[config.mk]
export PLATFORM = sky130hd
export DESIGN_NAME = terminal_key_sequence_parser_top
export DESIGN_NICKNAME = d
export VERILOG_FILES = /design/src/rtl/core/tksp_pkg.sv /design/src/rtl/core/tksp_decode.sv /design/src/rtl/core/tksp_out_queue.sv /design/src/rtl/core/terminal_key_sequence_parser_top.sv
export SDC_FILE = /design/constraint.sdc
export NUM_CORES = 1
export LEC_CHECK = 0
export BUFFER_PORTS_ARGS = -buffer_cell sky130_fd_sc_hd__clkbuf_2
export CORE_MARGIN = 2
export CORE_UTILIZATION = 40
export CTS_CLUSTER_SIZE = 28
export DETAILED_ROUTE_END_ITERATION = 10
export GPL_TIMING_DRIVEN = 0
export PLACE_DENSITY = 0.66
export SLEW_MARGIN = 20
export SYNTH_ARGS = -nofsm -noshare
export SYNTH_HDL_FRONTEND = slang
export SYNTH_SLANG_ARGS = --single-unit
[constraint.sdc]
create_clock -name i_clk -period 7.82 [get_ports i_clk]
set_clock_uncertainty 0.15 [all_clocks]
set_input_delay 0.782 -clock i_clk [delete_from_list [all_inputs] [get_ports i_clk]]
set_output_delay 0.782 -clock i_clk [all_outputs]
set_load 0.02 [all_outputs]
[src/rtl/core/tksp_pkg.sv]
package tksp_pkg;

    // Key codes carried in the key_code field of a result.
    localparam logic [3:0] KEY_SPACE     = 4'd0;
    localparam logic [3:0] KEY_BACKSPACE = 4'd1;
    localparam logic [3:0] KEY_ENTER     = 4'd2;
    localparam logic [3:0] KEY_TAB       = 4'd3;
    localparam logic [3:0] KEY_UP        = 4'd4;
    localparam logic [3:0] KEY_DELETE    = 4'd8;
    localparam logic [3:0] KEY_CHAR      = 4'd9;
    localparam logic [3:0] KEY_UNKNOWN   = 4'd10;

    // Byte values that the parser recognizes.
    localparam logic [7:0] BYTE_BS    = 8'h08;
    localparam logic [7:0] BYTE_TAB   = 8'h09;
    localparam logic [7:0] BYTE_LF    = 8'h0A;
    localparam logic [7:0] BYTE_ESC   = 8'h1B;
    localparam logic [7:0] BYTE_SPACE = 8'h20;
    localparam logic [7:0] BYTE_THREE = 8'h33;
    localparam logic [7:0] BYTE_A     = 8'h41;
    localparam logic [7:0] BYTE_D     = 8'h44;
    localparam logic [7:0] BYTE_LBRK  = 8'h5B;
    localparam logic [7:0] BYTE_TILDE = 8'h7E;
    localparam logic [7:0] BYTE_DEL   = 8'h7F;

    // Parser modes, one-hot.
    typedef enum logic [4:0] {
        MODE_IDLE = 5'b00001,
        MODE_ESC  = 5'b00010,
        MODE_CSI  = 5'b00100,
        MODE_CSI3 = 5'b01000,
        MODE_UTF8 = 5'b10000
    } t_mode;

    typedef struct packed {
        logic [7:0] in_byte;
        logic       end_of_buffer;
    } t_in;

    typedef struct packed {
        logic [3:0]  key_code;
        logic [31:0] char_bytes;
        logic [2:0]  char_length;
    } t_result;

    typedef struct packed {
        t_mode       mode;
        logic [31:0] held;
        logic [2:0]  expected;
        logic [2:0]  seen;
    } t_state;

    // Decoder outputs: up to two results (slot 0 first) and the next state.
    typedef struct packed {
        logic [1:0] valid;
        t_result    res0;
        t_result    res1;
        t_state     next;
    } t_dec;

endpackage

[src/rtl/core/tksp_decode.sv]
module tksp_decode (
    input  tksp_pkg::t_state i_state,
    input  tksp_pkg::t_in    i_item,
    output tksp_pkg::t_dec   o_dec
);

    logic [7:0]        b;
    logic              eob;
    logic [2:0]        size;
    logic              is_ctrl;
    logic [7:0]        arrow_off;
    logic [31:0]       held_new;
    logic [2:0]        seen_new;
    tksp_pkg::t_result r_none;
    tksp_pkg::t_result r_unknown;
    tksp_pkg::t_result r_byte;
    tksp_pkg::t_result r_three;
    logic              cp_valid;
    tksp_pkg::t_result cp_res;
    tksp_pkg::t_state  cp_next;
    logic              f_valid;
    tksp_pkg::t_result f_res;
    tksp_pkg::t_state  f_next;

    assign b   = i_item.in_byte;
    assign eob = i_item.end_of_buffer;

    // UTF-8 lead byte length; zero marks a bad lead.
    always_comb begin
        if (b[7] == 1'b0) begin
            size = 3'd1;
        end else if (b[7:5] == 3'b110) begin
            size = 3'd2;
        end else if (b[7:4] == 4'b1110) begin
            size = 3'd3;
        end else if (b[7:3] == 5'b11110) begin
            size = 3'd4;
        end else begin
            size = 3'd0;
        end
    end

    assign is_ctrl   = (b < tksp_pkg::BYTE_SPACE) || (b == tksp_pkg::BYTE_DEL);
    assign arrow_off = b - tksp_pkg::BYTE_A;

    // Fixed result patterns.
    always_comb begin
        r_none      = '0;
        r_unknown   = '0;
        r_unknown.key_code = tksp_pkg::KEY_UNKNOWN;
        r_byte      = '0;
        r_byte.key_code    = tksp_pkg::KEY_CHAR;
        r_byte.char_bytes  = {24'd0, b};
        r_byte.char_length = 3'd1;
        r_three     = '0;
        r_three.key_code    = tksp_pkg::KEY_CHAR;
        r_three.char_bytes  = {24'd0, tksp_pkg::BYTE_THREE};
        r_three.char_length = 3'd1;
    end

    // Byte taken as the start of a character.
    always_comb begin
        cp_next      = i_state;
        cp_next.mode = tksp_pkg::MODE_IDLE;
        cp_valid     = 1'b1;
        cp_res       = r_unknown;
        if (is_ctrl || size == 3'd0) begin
            cp_res = r_unknown;
        end else if (size == 3'd1 || eob) begin
            cp_res = r_byte;
        end else begin
            cp_valid         = 1'b0;
            cp_res           = r_none;
            cp_next.mode     = tksp_pkg::MODE_UTF8;
            cp_next.held     = {24'd0, b};
            cp_next.expected = size;
            cp_next.seen     = 3'd1;
        end
    end

    // Byte decoded from the idle mode.
    always_comb begin
        f_next      = i_state;
        f_next.mode = tksp_pkg::MODE_IDLE;
        f_valid     = 1'b1;
        f_res       = r_none;
        if (b == tksp_pkg::BYTE_SPACE) begin
            f_res.key_code = tksp_pkg::KEY_SPACE;
        end else if (b == tksp_pkg::BYTE_BS || b == tksp_pkg::BYTE_DEL) begin
            f_res.key_code = tksp_pkg::KEY_BACKSPACE;
        end else if (b == tksp_pkg::BYTE_LF) begin
            f_res.key_code = tksp_pkg::KEY_ENTER;
        end else if (b == tksp_pkg::BYTE_TAB) begin
            f_res.key_code = tksp_pkg::KEY_TAB;
        end else if (b == tksp_pkg::BYTE_ESC) begin
            if (eob) begin
                f_res = r_unknown;
            end else begin
                f_valid     = 1'b0;
                f_next.mode = tksp_pkg::MODE_ESC;
            end
        end else begin
            f_valid = cp_valid;
            f_res   = cp_res;
            f_next  = cp_next;
        end
    end

    // Next character byte merged into the held bytes.
    assign held_new = i_state.held | ({24'd0, b} << {i_state.seen[1:0], 3'b000});
    assign seen_new = i_state.seen + 3'd1;

    // Mode dispatch.
    always_comb begin
        o_dec       = '0;
        o_dec.next  = i_state;
        case (i_state.mode)
            tksp_pkg::MODE_ESC: begin
                if (b == tksp_pkg::BYTE_LBRK) begin
                    o_dec.next.mode = eob ? tksp_pkg::MODE_IDLE : tksp_pkg::MODE_CSI;
                end else begin
                    o_dec.valid = {f_valid, 1'b1};
                    o_dec.res0  = r_unknown;
                    o_dec.res1  = f_res;
                    o_dec.next  = f_next;
                end
            end
            tksp_pkg::MODE_CSI: begin
                if (b >= tksp_pkg::BYTE_A && b <= tksp_pkg::BYTE_D) begin
                    o_dec.valid          = 2'b01;
                    o_dec.res0.key_code  = tksp_pkg::KEY_UP + {2'b00, arrow_off[1:0]};
                    o_dec.next.mode      = tksp_pkg::MODE_IDLE;
                end else if (b == tksp_pkg::BYTE_THREE) begin
                    if (eob) begin
                        o_dec.valid     = 2'b01;
                        o_dec.res0      = r_three;
                        o_dec.next.mode = tksp_pkg::MODE_IDLE;
                    end else begin
                        o_dec.next.mode = tksp_pkg::MODE_CSI3;
                    end
                end else begin
                    o_dec.valid = {1'b0, cp_valid};
                    o_dec.res0  = cp_res;
                    o_dec.next  = cp_next;
                end
            end
            tksp_pkg::MODE_CSI3: begin
                if (b == tksp_pkg::BYTE_TILDE) begin
                    o_dec.valid         = 2'b01;
                    o_dec.res0.key_code = tksp_pkg::KEY_DELETE;
                    o_dec.next.mode     = tksp_pkg::MODE_IDLE;
                end else begin
                    o_dec.valid = {f_valid, 1'b1};
                    o_dec.res0  = r_three;
                    o_dec.res1  = f_res;
                    o_dec.next  = f_next;
                end
            end
            tksp_pkg::MODE_UTF8: begin
                if (i_state.seen < 3'd1 || i_state.seen > 3'd3) begin
                    o_dec.valid = {1'b0, f_valid};
                    o_dec.res0  = f_res;
                    o_dec.next  = f_next;
                end else begin
                    o_dec.next.held = held_new;
                    o_dec.next.seen = seen_new;
                    if (seen_new >= i_state.expected || eob) begin
                        o_dec.valid            = 2'b01;
                        o_dec.res0.key_code    = tksp_pkg::KEY_CHAR;
                        o_dec.res0.char_bytes  = held_new;
                        o_dec.res0.char_length = seen_new;
                        o_dec.next.mode        = tksp_pkg::MODE_IDLE;
                    end
                end
            end
            default: begin
                o_dec.valid = {1'b0, f_valid};
                o_dec.res0  = f_res;
                o_dec.next  = f_next;
            end
        endcase
    end

endmodule

[src/rtl/core/tksp_out_queue.sv]
module tksp_out_queue (
    input  logic              i_clk,
    input  logic              i_rst_n,
    input  logic [1:0]        i_push,
    input  tksp_pkg::t_result i_res0,
    input  tksp_pkg::t_result i_res1,
    output logic              o_room,
    output logic              o_valid,
    input  logic              i_ready,
    output tksp_pkg::t_result o_data,
    output logic [2:0]        o_count
);

    localparam int Depth = 4;

    tksp_pkg::t_result r_mem [Depth];
    logic [1:0]        r_wr;
    logic [1:0]        r_rd;
    logic [2:0]        r_count;
    logic [2:0]        n_count;
    logic              pop;
    logic [2:0]        push_n;

    assign pop     = (r_count != 3'd0) && i_ready;
    assign push_n  = {2'b00, i_push[0]} + {2'b00, i_push[1]};
    assign n_count = r_count + push_n - {2'b00, pop};

    // Room for two results once this cycle's transfer, if any, is counted.
    assign o_room  = (r_count <= 3'd2) || ((r_count == 3'd3) && pop);
    assign o_valid = (r_count != 3'd0);
    assign o_data  = r_mem[r_rd];
    assign o_count = r_count;

    // Pointer and count update.
    always_ff @(posedge i_clk) begin
        if (!i_rst_n) begin
            r_wr    <= '0;
            r_rd    <= '0;
            r_count <= '0;
        end else begin
            r_wr    <= r_wr + push_n[1:0];
            r_rd    <= r_rd + {1'b0, pop};
            r_count <= n_count;
        end
    end

    // Result storage; slot 1 is used only with slot 0.
    always_ff @(posedge i_clk) begin
        if (i_push[0]) begin
            r_mem[r_wr] <= i_res0;
        end
        if (i_push[1]) begin
            r_mem[r_wr + 2'd1] <= i_res1;
        end
    end

endmodule

[src/rtl/core/terminal_key_sequence_parser_top.sv]
// An accepted byte is registered, decoded combinationally and written into the
// result queue, a second event from the same byte behind the first. Throughput:
// one byte per cycle while the queue has room; the output port moves one event
// per cycle, so bytes that yield two events are limited by the four-entry queue.
// Reset (synchronous, active low) idles the parser and empties the queue.
module terminal_key_sequence_parser_top (
    input  logic              i_clk,
    input  logic              i_rst_n,
    input  logic              i_in_valid,
    output logic              o_in_ready,
    input  tksp_pkg::t_in     i_in_data,
    output logic              o_out_valid,
    input  logic              i_out_ready,
    output tksp_pkg::t_result o_out_data
);

    logic             r_in_valid;
    tksp_pkg::t_in    r_in;
    tksp_pkg::t_state r_state;
    tksp_pkg::t_dec   dec;
    logic             room;
    logic             commit;
    logic [1:0]       push;
    logic [2:0]       q_count;

    assign commit     = r_in_valid && room;
    assign o_in_ready = !r_in_valid || commit;
    assign push       = commit ? dec.valid : 2'b00;

    // Input register.
    always_ff @(posedge i_clk) begin
        if (!i_rst_n) begin
            r_in_valid <= 1'b0;
        end else if (o_in_ready) begin
            r_in_valid <= i_in_valid;
        end
    end

    always_ff @(posedge i_clk) begin
        if (o_in_ready && i_in_valid) begin
            r_in <= i_in_data;
        end
    end

    // Parser state advances when a byte is decoded into the queue.
    always_ff @(posedge i_clk) begin
        if (!i_rst_n) begin
            r_state.mode     <= tksp_pkg::MODE_IDLE;
            r_state.held     <= '0;
            r_state.expected <= '0;
            r_state.seen     <= '0;
        end else if (commit) begin
            r_state <= dec.next;
        end
    end

    tksp_decode u_decode (
        .i_state (r_state),
        .i_item  (r_in),
        .o_dec   (dec)
    );

    tksp_out_queue u_queue (
        .i_clk   (i_clk),
        .i_rst_n (i_rst_n),
        .i_push  (push),
        .i_res0  (dec.res0),
        .i_res1  (dec.res1),
        .o_room  (room),
        .o_valid (o_out_valid),
        .i_ready (i_out_ready),
        .o_data  (o_out_data),
        .o_count (q_count)
    );

    // The queue never overfills.
    a_queue_bound: assert property (@(posedge i_clk) disable iff (!i_rst_n)
        q_count <= 3'd4)
        else $error("result queue overflow");

    // A second result is never produced without a first.
    a_slot_order: assert property (@(posedge i_clk) disable iff (!i_rst_n)
        dec.valid[1] |-> dec.valid[0])
        else $error("second result without first");

    // While collecting a character, the byte count stays within a legal range.
    a_utf8_seen: assert property (@(posedge i_clk) disable iff (!i_rst_n)
        (r_state.mode == tksp_pkg::MODE_UTF8) |->
            (r_state.seen >= 3'd1 && r_state.seen <= 3'd3))
        else $error("UTF-8 byte count out of range");

    // A character event carries bytes; any other event carries none.
    a_char_len: assert property (@(posedge i_clk) disable iff (!i_rst_n)
        o_out_valid |-> ((o_out_data.key_code == tksp_pkg::KEY_CHAR) ==
                         (o_out_data.char_length != 3'd0)))
        else $error("character length mismatch");

endmodule

==> flow_metrics.tcl, run 1 <==
set metrics [dict create \
    status "finished, final reports clean" \
    setup_tns_ns 0 \
    crit_path_top_delay_cell "o31ai_2" \
    yosys.area.top_type "dfxtp_1" \
    syn_to_final_growth_pct 14.1 \
    cts_resized 0 \
    hold_slack_ns 0.288 \
    fp-row-count 59 \
    max_slew_margin 0.319 \
    start_util 0.409 \
    ys_top_cells_by_area "dfxtp_1 (30%), edfxtp_1 (16%), mux4_2 (8.2%)" \
    power_mw 2.83 \
    cts_tree "yes" \
    async_flop_share 0 \
    hold_depth 1 \
    grt_start_max_net_pins 14 \
    crit_family "adder cells" \
    viasPerCell 5.90 \
    postCtsSetupRepairBufs 0 \
    cp_cell_sequence "ha_1 -> ha_1 -> inv_1 -> ha_1 -> a211o_1 -> a31oi_1 -> nor3_2 -> o31ai_2 -> nand2_2 -> ha_1 -> ha_1 -> inv_1 -> fa_1 -> xor2_1 -> xnor2_1 -> and2_1" \
    fill_cells 2447 \
    io_buffers 52 \
    slew_violations 0 \
    grt_first_pass_wirelength_mm 49.9 \
    antenna_found_initial 0 \
    fp.dieH_um 168 \
    arrival_ns 5.23 \
    synth.avg_cell_area_um2 10.1 \
    synth_area_um2 10700 \
    clkSlewWorstSetupHoldPaths_ns 0.06 \
    cts_buffers 24 \
    ys_seq_area_frac 0.457 \
    clock_latency_ns 0.52 \
    setup_viol_count_final 0 \
    cap_viol_max_count 0 \
    post-route-drc-count 0 \
    multiInputGateArea_um2 5280 \
    rsz0062_at_grt "false" \
    grt_pass1_vias 8662 \
    die_area_um2 28100 \
    antenna_cells 0 \
    synth_fp_nets 1088 \
    clock-sinks 216 \
    cp-end-kind "flop" \
    vias 8798 \
    first_pass_iters 5 \
    synth_cells 1059 \
    timing_worst_setup_path_type "flop to flop" \
    cts_hold_buf 0 \
    cp.depth 16 \
    cpPeakStageDelay_ns 0.77 \
    pin_count 54 \
    dp_hpwl_mm 22.2 \
    post-route-min-period_ns 4.96 \
    tightestPinTransition_ns 0.996 \
    postRouteAntennaNets 0 \
    yosysUniqueCellTypes 81 \
    die_x_um 168 \
    crit_path_start_kind "flop" \
    critical_path_required_ns 8.09 \
    synth-edff-count 57 \
    fin_crit_sh 0.634 \
    cp_max_fo 8 \
    finalHoldViolCount 0 \
    ys_ff_latch 216 \
    wl_mm 31.5 \
    nets 1167 \
    yosys_warnings 0 \
    grt.total_usage 0.224 \
    h-tree-depth 1 \
    power.density_nw_per_um2 232 \
    overflow 0 \
    wl_per_cell_um 21.2 \
    p_leak_nw 4.77 \
    ys.flop_type "dfxtp_1" \
    cts_root_buffer "clkbuf_16" \
    initialDrtViolationCount 906 \
    place_congestion 0.972 \
    min_path_type "input pin to flop" \
    fmax_ghz 0.202 \
    path_buf_inv 2 \
    core_um2 26200 \
    cts_buffer_depth 3 \
    yosysTopAreaCellShare 0.297 \
    seq_area_um2 4890 \
    worst_r2r_path_depth 16 \
    post_route_cells_drive_above_1_share 0.159 \
    cp_common_cell "ha_1" \
    worst_ir_drop_vdd_v 0.000152 \
]
## routing by layer
layer / part of all wire / up-vias / track usage
li1: - / 4092 / -
met1: 0.45 / 4347 / 0.311
met2: 0.47 / 309 / 0.362
met3: 0.065 / 50 / 0.0307
met4: 0.021 / 0 / 0.0703
met5: 0 / - / 0
## cell usage in the layout (no fill, tap or decap), types with 11 or more instances in the layout
| cell type | n |
|---|---|
| a21o_1 | 21 |
| a21oi_1 | 29 |
| a22oi_1 | 30 |
| a32o_1 | 18 |
| and2_1 | 16 |
| buf_2 | 12 |
| buf_6 | 11 |
| clkbuf_1 | 48 |
| clkbuf_16 | 24 |
| clkbuf_2 | 56 |
| dfxtp_1 | 159 |
| edfxtp_1 | 57 |
| ha_1 | 15 |
| inv_1 | 20 |
| mux2i_1 | 53 |
| mux4_2 | 39 |
| nand2_1 | 137 |
| nand3_1 | 71 |
| nor2_1 | 28 |
| nor2b_1 | 37 |
| nor3_1 | 11 |
| o21ai_0 | 74 |
| o22ai_1 | 21 |
## logic make-up (layout without fill, tap and decap cells)
logic type                 Yosys count  in the layout  synth area share
and+or+nand+nor                    353            353             0.166
AOI/OAI and AO/OA                  267            267             0.171
DFF                                216            216             0.457
buffers and inverters              108            204            0.0499
muxes                               92             92             0.132
adders and majority gates           16             16            0.0194
xor gates and xnor gates             7              7           0.00572
## through the flow
stage,cell area (um2),cells,utilization,setup WS [ns]
5_1_grt,12200,1490,0.466,2.66
4_1_cts,12200,1489,0.466,2.90
3_3_place_gp,11400,1446,0.435,2.88
3_5_place_dp,11400,1446,0.435,2.94
2_1_floorplan,10700,1059,-,3.78
6_report,12200,1490,0.466,2.86
## worst paths after layout
path                startpoint            endpoint  slack (ns)
hold / removal    i_in_data[7]             r_in[7]        0.29
setup / recovery    r_state[0]  u_queue.o_count[2]        2.86
setup reg to reg    r_state[0]  u_queue.o_count[2]        2.86
hold reg to reg     r_state[5]          r_state[5]        0.30
## registers in the layout, indices dropped and copies added, names as in the netlist
name             cells
u_queue.r_mem      156
r_state             43
r_in                 9
u_queue.o_count      3
u_queue.r_rd         2
u_queue.r_wr         2
r_in_valid           1
## layout make-up
cell class | count | area share
timing repair buffer | 53 | 0.0222
sequential | 216 | 0.401
multi-input combinational | 735 | 0.432
tap | 335 | 0.0343
inverter | 20 | 0.00614
clock inverter | 13 | 0.0132
buffer | 88 | 0.0376
clock buffer | 30 | 0.0535
## cell usage after synthesis (all sizes together) (28+ instances only)
| cell type | count |
|---|---|
| buf | 39 |
| a22oi | 30 |
| clkbuf | 49 |
| nor2b | 37 |
| o21ai | 83 |
| a21oi | 30 |
| mux2i | 53 |
| nor2 | 28 |
| mux4 | 39 |
| edfxtp | 57 |
| nand2 | 139 |
| dfxtp | 159 |
| nand3 | 73 |
## power by group
part	switching, mW	leakage (nW)	internal [mW]
combinational	0.299	2.54	0.180
sequential	0.0188	1.84	1.17
clock	0.469	0.392	0.694
total	0.787	4.77	2.05
(Power assumes the default switching activity.)
==> inputs of run 2 (changes only) <==
PLACE_DENSITY = 0.68   (was 0.66)
clock period = 4 ns   (was 7.82 ns; I/O delays follow)
==> run 2 against run 1 <==
Against the previous run: worst hold slack got worse by 0.14 ns; global-route usage decreased by 0.23 points; power increased by 100%; final area increased by 2.1%; sequential power increased by 96%; sequential share of layout area decreased by 0.80 points; register-to-register slack got worse by 2.7 ns; clock power increased by 110%; count of clock-buffer cells in the layout increased by 1; non-clock buffer count increased by 13; sequential cell count unchanged.
==> flow_metrics.tcl, run 2 (synthesis results as in run 1) <==
set metrics [dict create \
    status "finished, final reports clean" \
    nets 1180 \
    reg.largest.list "u_queue.r_mem (156), r_state (43), r_in (9)" \
    dpl.cell_count 1446 \
    grt.total_usage 0.221 \
    grt_first_pass_wirelength_mm 49.4 \
    cts_tree "yes" \
    cts_buffer_depth 3 \
    post-route-drc-count 0 \
    tightestPinTransition_ns 1.01 \
    final_area_um2 12500 \
    critical_path_required_ns 4.27 \
    grt_pass1_vias 8727 \
    core_um2 26200 \
    cp_max_fo 8 \
    postRouteAntennaNets 0 \
    regMostFlops "u_queue.r_mem" \
    crit_path_start_kind "flop" \
    crit_family "adder cells" \
    pin_count 54 \
    overflow 0 \
    clkSlewWorstSetupHoldPaths_ns 0.06 \
    fp.dieH_um 168 \
    h-tree-depth 1 \
    clock-sinks 216 \
    grt_start_max_net_pins 15 \
    syn_to_final_growth_pct 16.4 \
    cpPeakStageDelay_ns 0.42 \
    worst_ir_drop_vdd_v 0.000303 \
    cp_common_cell "ha_1" \
    fmax_ghz 0.257 \
    fin_cells 1504 \
    finalHoldViolCount 0 \
    wl_per_cell_um 20.9 \
    antenna_found_initial 0 \
    fin_util 0.476 \
    post_route_cells_drive_above_1_share 0.169 \
    setup_viol_count_final 0 \
    dp_hpwl_mm 22.2 \
    min_path_type "input pin to flop" \
    power.density_nw_per_um2 458 \
    initialDrtViolationCount 867 \
    place_area_um2 11400 \
    rsz0062_at_grt "false" \
    cap_viol_max_count 0 \
    clock_latency_ns 0.52 \
    cts_buffers 24 \
    vias 8924 \
    first_pass_iters 5 \
    power.internal_mw 4.18 \
    p_clk_frac 0.425 \
    io_buffers 52 \
    swShare 0.268 \
    die_x_um 168 \
    largest_reg_flops 156 \
    power_mw 5.71 \
    start_util 0.409 \
    crit_path_top_delay_cell "fa_1" \
    fin_crit_sh 0.971 \
    slew_violations 0 \
    antenna_cells 0 \
    place_congestion 0.949 \
    cp-end-kind "flop" \
    arrival_ns 4.16 \
    max_slew_margin 0.312 \
    viasPerCell 5.93 \
    hold_slack_ns 0.148 \
    fp-row-count 59 \
    cp_cell_sequence "ha_1 -> ha_1 -> inv_1 -> ha_1 -> a211o_1 -> a31oi_4 -> nor3_4 -> o31ai_4 -> nand2_2 -> ha_4 -> ha_1 -> inv_1 -> fa_1 -> xor2_1 -> xnor2_1 -> and2_1" \
    timing_worst_setup_path_type "flop to flop" \
    p_comb_frac 0.166 \
    final_cell_mix "dfxtp_1 (158), nand2_1 (134), o21ai_0 (74)" \
    cts_root_buffer "clkbuf_16" \
    wl_mm 31.5 \
    die_area_um2 28100 \
    path_buf_inv 2 \
    post-route-min-period_ns 3.88 \
    share_seq_of_total_power 0.409 \
    p_leak_nw 4.87 \
    switchingPower_mw 1.53 \
    final_common_cell "dfxtp_1" \
]
-- run 2: cell types whose count changed in the layout (fill, tap and decap cells not counted), moves of 2 or more --
cell / before / now
dlygate4sd3_1: 0 / 10
buf_4: 9 / 13
buf_1: 8 / 5
nand2_1: 137 / 134
nand2_2: 1 / 4
bufinv_16: 3 / 5
clkbuf_16: 24 / 26
clkbuf_2: 56 / 58
clkbuf_8: 3 / 1
clkdlybuf4s15_1: 0 / 2
clkinv_2: 4 / 6
-- run 2: routing by layer --
layer,share of wire,global-route usage,vias to the layer above
li1,-,-,4112
met1,0.44,0.305,4377
met2,0.47,0.362,377
met3,0.072,0.0307,58
met4,0.022,0.0688,0
met5,0,0,-
-- run 2: path summary, 6_finish.rpt --
| path | startpoint | endpoint | slack [ns] | cells past startpoint |
|---|---|---|---|---|
| setup / recovery | r_state[0] | u_queue.o_count[2] | 0.12 | 16 |
| hold / removal | i_rst_n | r_state[42] | 0.15 | 2 |
| setup reg to reg | r_state[0] | u_queue.o_count[2] | 0.12 | 16 |
| hold reg to reg | r_state[5] | r_state[5] | 0.31 | 2 |
-- run 2: stage by stage --
stage | setup TNS (ns) | worst slack, ns
after floorplan | 0 | 0.0775
after global placement | -19.36 | -0.583
after detailed placement | -20.29 | -0.599
after CTS | -0.00834 | -0.00834
after global routing | 0 | 0.00472
final | 0 | 0.116
-- run 2: what timing repair did --
action,4_1_cts,5_1_grt
buffers inserted,3,1
hold endpoints to repair,10,0
setup endpoints to repair,53,28
hold buffers,10,0
gates resized for setup,5,9
pin swaps,2,2
-- run 2: final cells by class --
cell class,instances,area (um2)
Fill cell,2390,13700
Clock buffer,31,679
Tap cell,335,419
Clock inverter,13,195
Timing Repair Buffer,66,390
Inverter,20,75.1
Multi-Input combinational cell,735,5340
Buffer,88,474
Sequential cell,216,4900
-- run 2: power by group through the flow --
stage / Sequential [mW] / Combinational [mW] / Clock (mW)
after floorplan: 2.37 / 0.660 / 0
after global placement: 2.38 / 0.923 / 0
after detailed placement: 2.38 / 0.923 / 0
after CTS: 2.33 / 0.940 / 2.45
after global routing: 2.34 / 1.03 / 2.54
final: 2.33 / 0.948 / 2.43
==> inputs of run 3 (changes only) <==
CELL_PAD_IN_SITES_DETAIL_PLACEMENT = 1   (was not set)
CELL_PAD_IN_SITES_GLOBAL_PLACEMENT = 2   (was not set)
PLACE_DENSITY = 0.89   (was 0.68)
clock period = 3.8 ns   (was 4 ns; I/O delays follow)
==> run 3 against run 2 <==
Against the previous run: clock power barely moved; final area rose by 0.50%; global-route usage rose by 2.2 points; count of clock-buffer cells in the layout fell by 1.
==> flow_metrics.tcl, run 3 (synthesis results as in run 1) <==
set metrics [dict create \
    status "finished, final reports clean" \
    cts_buffers 24 \
    vias 8981 \
    min_path_type "input pin to flop" \
    setup_viol_count_final 0 \
    largest_reg_flops 156 \
    crit_path_start "r_state[0]" \
    post-route-min-period_ns 3.70 \
    cp_common_cell "ha_4" \
    hold_slack_ns 0.166 \
    rsz0062_at_grt "false" \
    postRouteAntennaNets 0 \
    timing_worst_setup_path_type "flop to flop" \
    max_slew_margin 0.301 \
    setup_tns_ns 0 \
    critical_path_required_ns 4.07 \
    cts_root_buffer "clkbuf_16" \
    fill_cells 2950 \
    clkSlewWorstSetupHoldPaths_ns 0.06 \
    regMostFlops "u_queue.r_mem" \
    cts_tree "yes" \
    grt_pass1_vias 9333 \
    cts_buffer_depth 3 \
    fmax_ghz 0.270 \
    fp.dieH_um 168 \
    slew_violations 0 \
    clock_latency_ns 0.53 \
    h-tree-depth 1 \
    r2r-start "r_state[0]" \
    worst_ir_drop_vdd_v 0.000358 \
    reg.largest.list "u_queue.r_mem (156), r_state (43), r_in (9)" \
    endpoint "u_queue.o_count[2]" \
    syn_to_final_growth_pct 17.0 \
    ff2ff_setup_slack_ns 0.1 \
    tightestPinTransition_ns 1.05 \
    arrival_ns 3.97 \
    crit_path_top_delay_cell "fa_2" \
    initialDrtViolationCount 821 \
    cap_viol_max_count 0 \
    pin_count 54 \
    power.density_nw_per_um2 471 \
    first_pass_iters 6 \
    place_congestion 0.907 \
    core_um2 26200 \
    start_util 0.409 \
    seq_area_um2 4900 \
    viasPerCell 5.94 \
    cp_cell_sequence "ha_2 -> ha_1 -> inv_2 -> ha_4 -> a211o_1 -> a31oi_4 -> nor3_4 -> o31ai_4 -> nand2_2 -> ha_4 -> inv_2 -> ha_4 -> fa_2 -> xor2_1 -> xnor2_1 -> and2_1" \
    post-route-drc-count 0 \
    die_area_um2 28100 \
    post_route_cells_drive_above_1_share 0.185 \
    final_cell_mix "dfxtp_1 (157), nand2_1 (133), o21ai_0 (74)" \
    dp_hpwl_mm 24.2 \
    path_buf_inv 2 \
    die_x_um 168 \
    io_buffers 52 \
    worst_r2r_path_depth 16 \
    final_common_cell "dfxtp_1" \
    fp-row-count 59 \
    finalHoldViolCount 0 \
    overflow 0 \
    cp-end-kind "flop" \
    crit_family "adder cells" \
    crit_path_start_kind "flop" \
    cp.depth 16 \
    grt_first_pass_wirelength_mm 53.7 \
    reg2reg_to "u_queue.o_count[2]" \
    fin_crit_sh 0.974 \
    wl_mm 34.4 \
    grt_start_max_net_pins 14 \
    clock-sinks 216 \
    p_leak_nw 4.89 \
    wl_per_cell_um 22.8 \
    nets 1187 \
    multiInputGateArea_um2 5400 \
    antenna_found_initial 0 \
    cpPeakStageDelay_ns 0.39 \
    grt.total_usage 0.244 \
    cp_max_fo 4 \
]
run 3: how the worst min path moves through the flow:
stage | start | end | slack (ns) | cells after the start
floorplan | r_state[4] | r_state[4] | 0.28 | 2
global placement | r_state[4] | r_state[4] | 0.29 | 2
detailed placement | u_queue.r_mem[2][2] | u_queue.r_mem[2][2] | 0.30 | 2
CTS | i_rst_n | r_state[42] | 0.16 | 2
global route | i_rst_n | r_state[42] | 0.19 | 2
finish | i_rst_n | r_state[42] | 0.17 | 2
run 3: what timing repair did:
action / CTS / global route
setup endpoints to repair: 61 / 78
hold endpoints to repair: 10 / 0
gates resized for setup: 12 / 14
pin swaps: 3 / 7
setup buffers: 5 / 6
hold buffers: 10 / 0
run 3: per-stage QoR:
| stage | total power [mW] | setup WS, ns | cells | util | cell area (um2) |
|---|---|---|---|---|---|
| 2_1_floorplan | 3.19 | 0.00384 | 1059 | - | 10800 |
| 3_3_place_gp | 3.49 | -0.440 | 1446 | 0.437 | 11400 |
| 3_5_place_dp | 3.51 | -0.538 | 1446 | 0.437 | 11400 |
| 4_1_cts | 5.92 | -0.109 | 1504 | 0.474 | 12400 |
| 5_1_grt | 6.12 | 0.00257 | 1510 | 0.478 | 12500 |
| 6_report | 5.91 | 0.0992 | 1511 | 0.478 | 12500 |
run 3: per-layer routing:
metal,global-route usage,up-vias,routed length (um),share of wire
met5,0,-,0,0
met4,0.0745,0,849,0.025
met3,0.0338,63,1600,0.047
met2,0.410,215,16400,0.48
met1,0.328,4573,15500,0.45
li1,-,4130,-,-
run 3: cell type report:
type,instances,area share
multi-input combinational,735,0.431
sequential,216,0.391
clock buffer,30,0.0538
buffer,88,0.0382
timing repair buffer,73,0.0353
tap,335,0.0334
clock inverter,13,0.0109
inverter,20,0.00599
antenna,1,0.000200
run 3: power by group:
group	internal [mW]	switching (mW)
registers	2.42	0.0375
logic	0.399	0.650
clock network	1.45	0.952
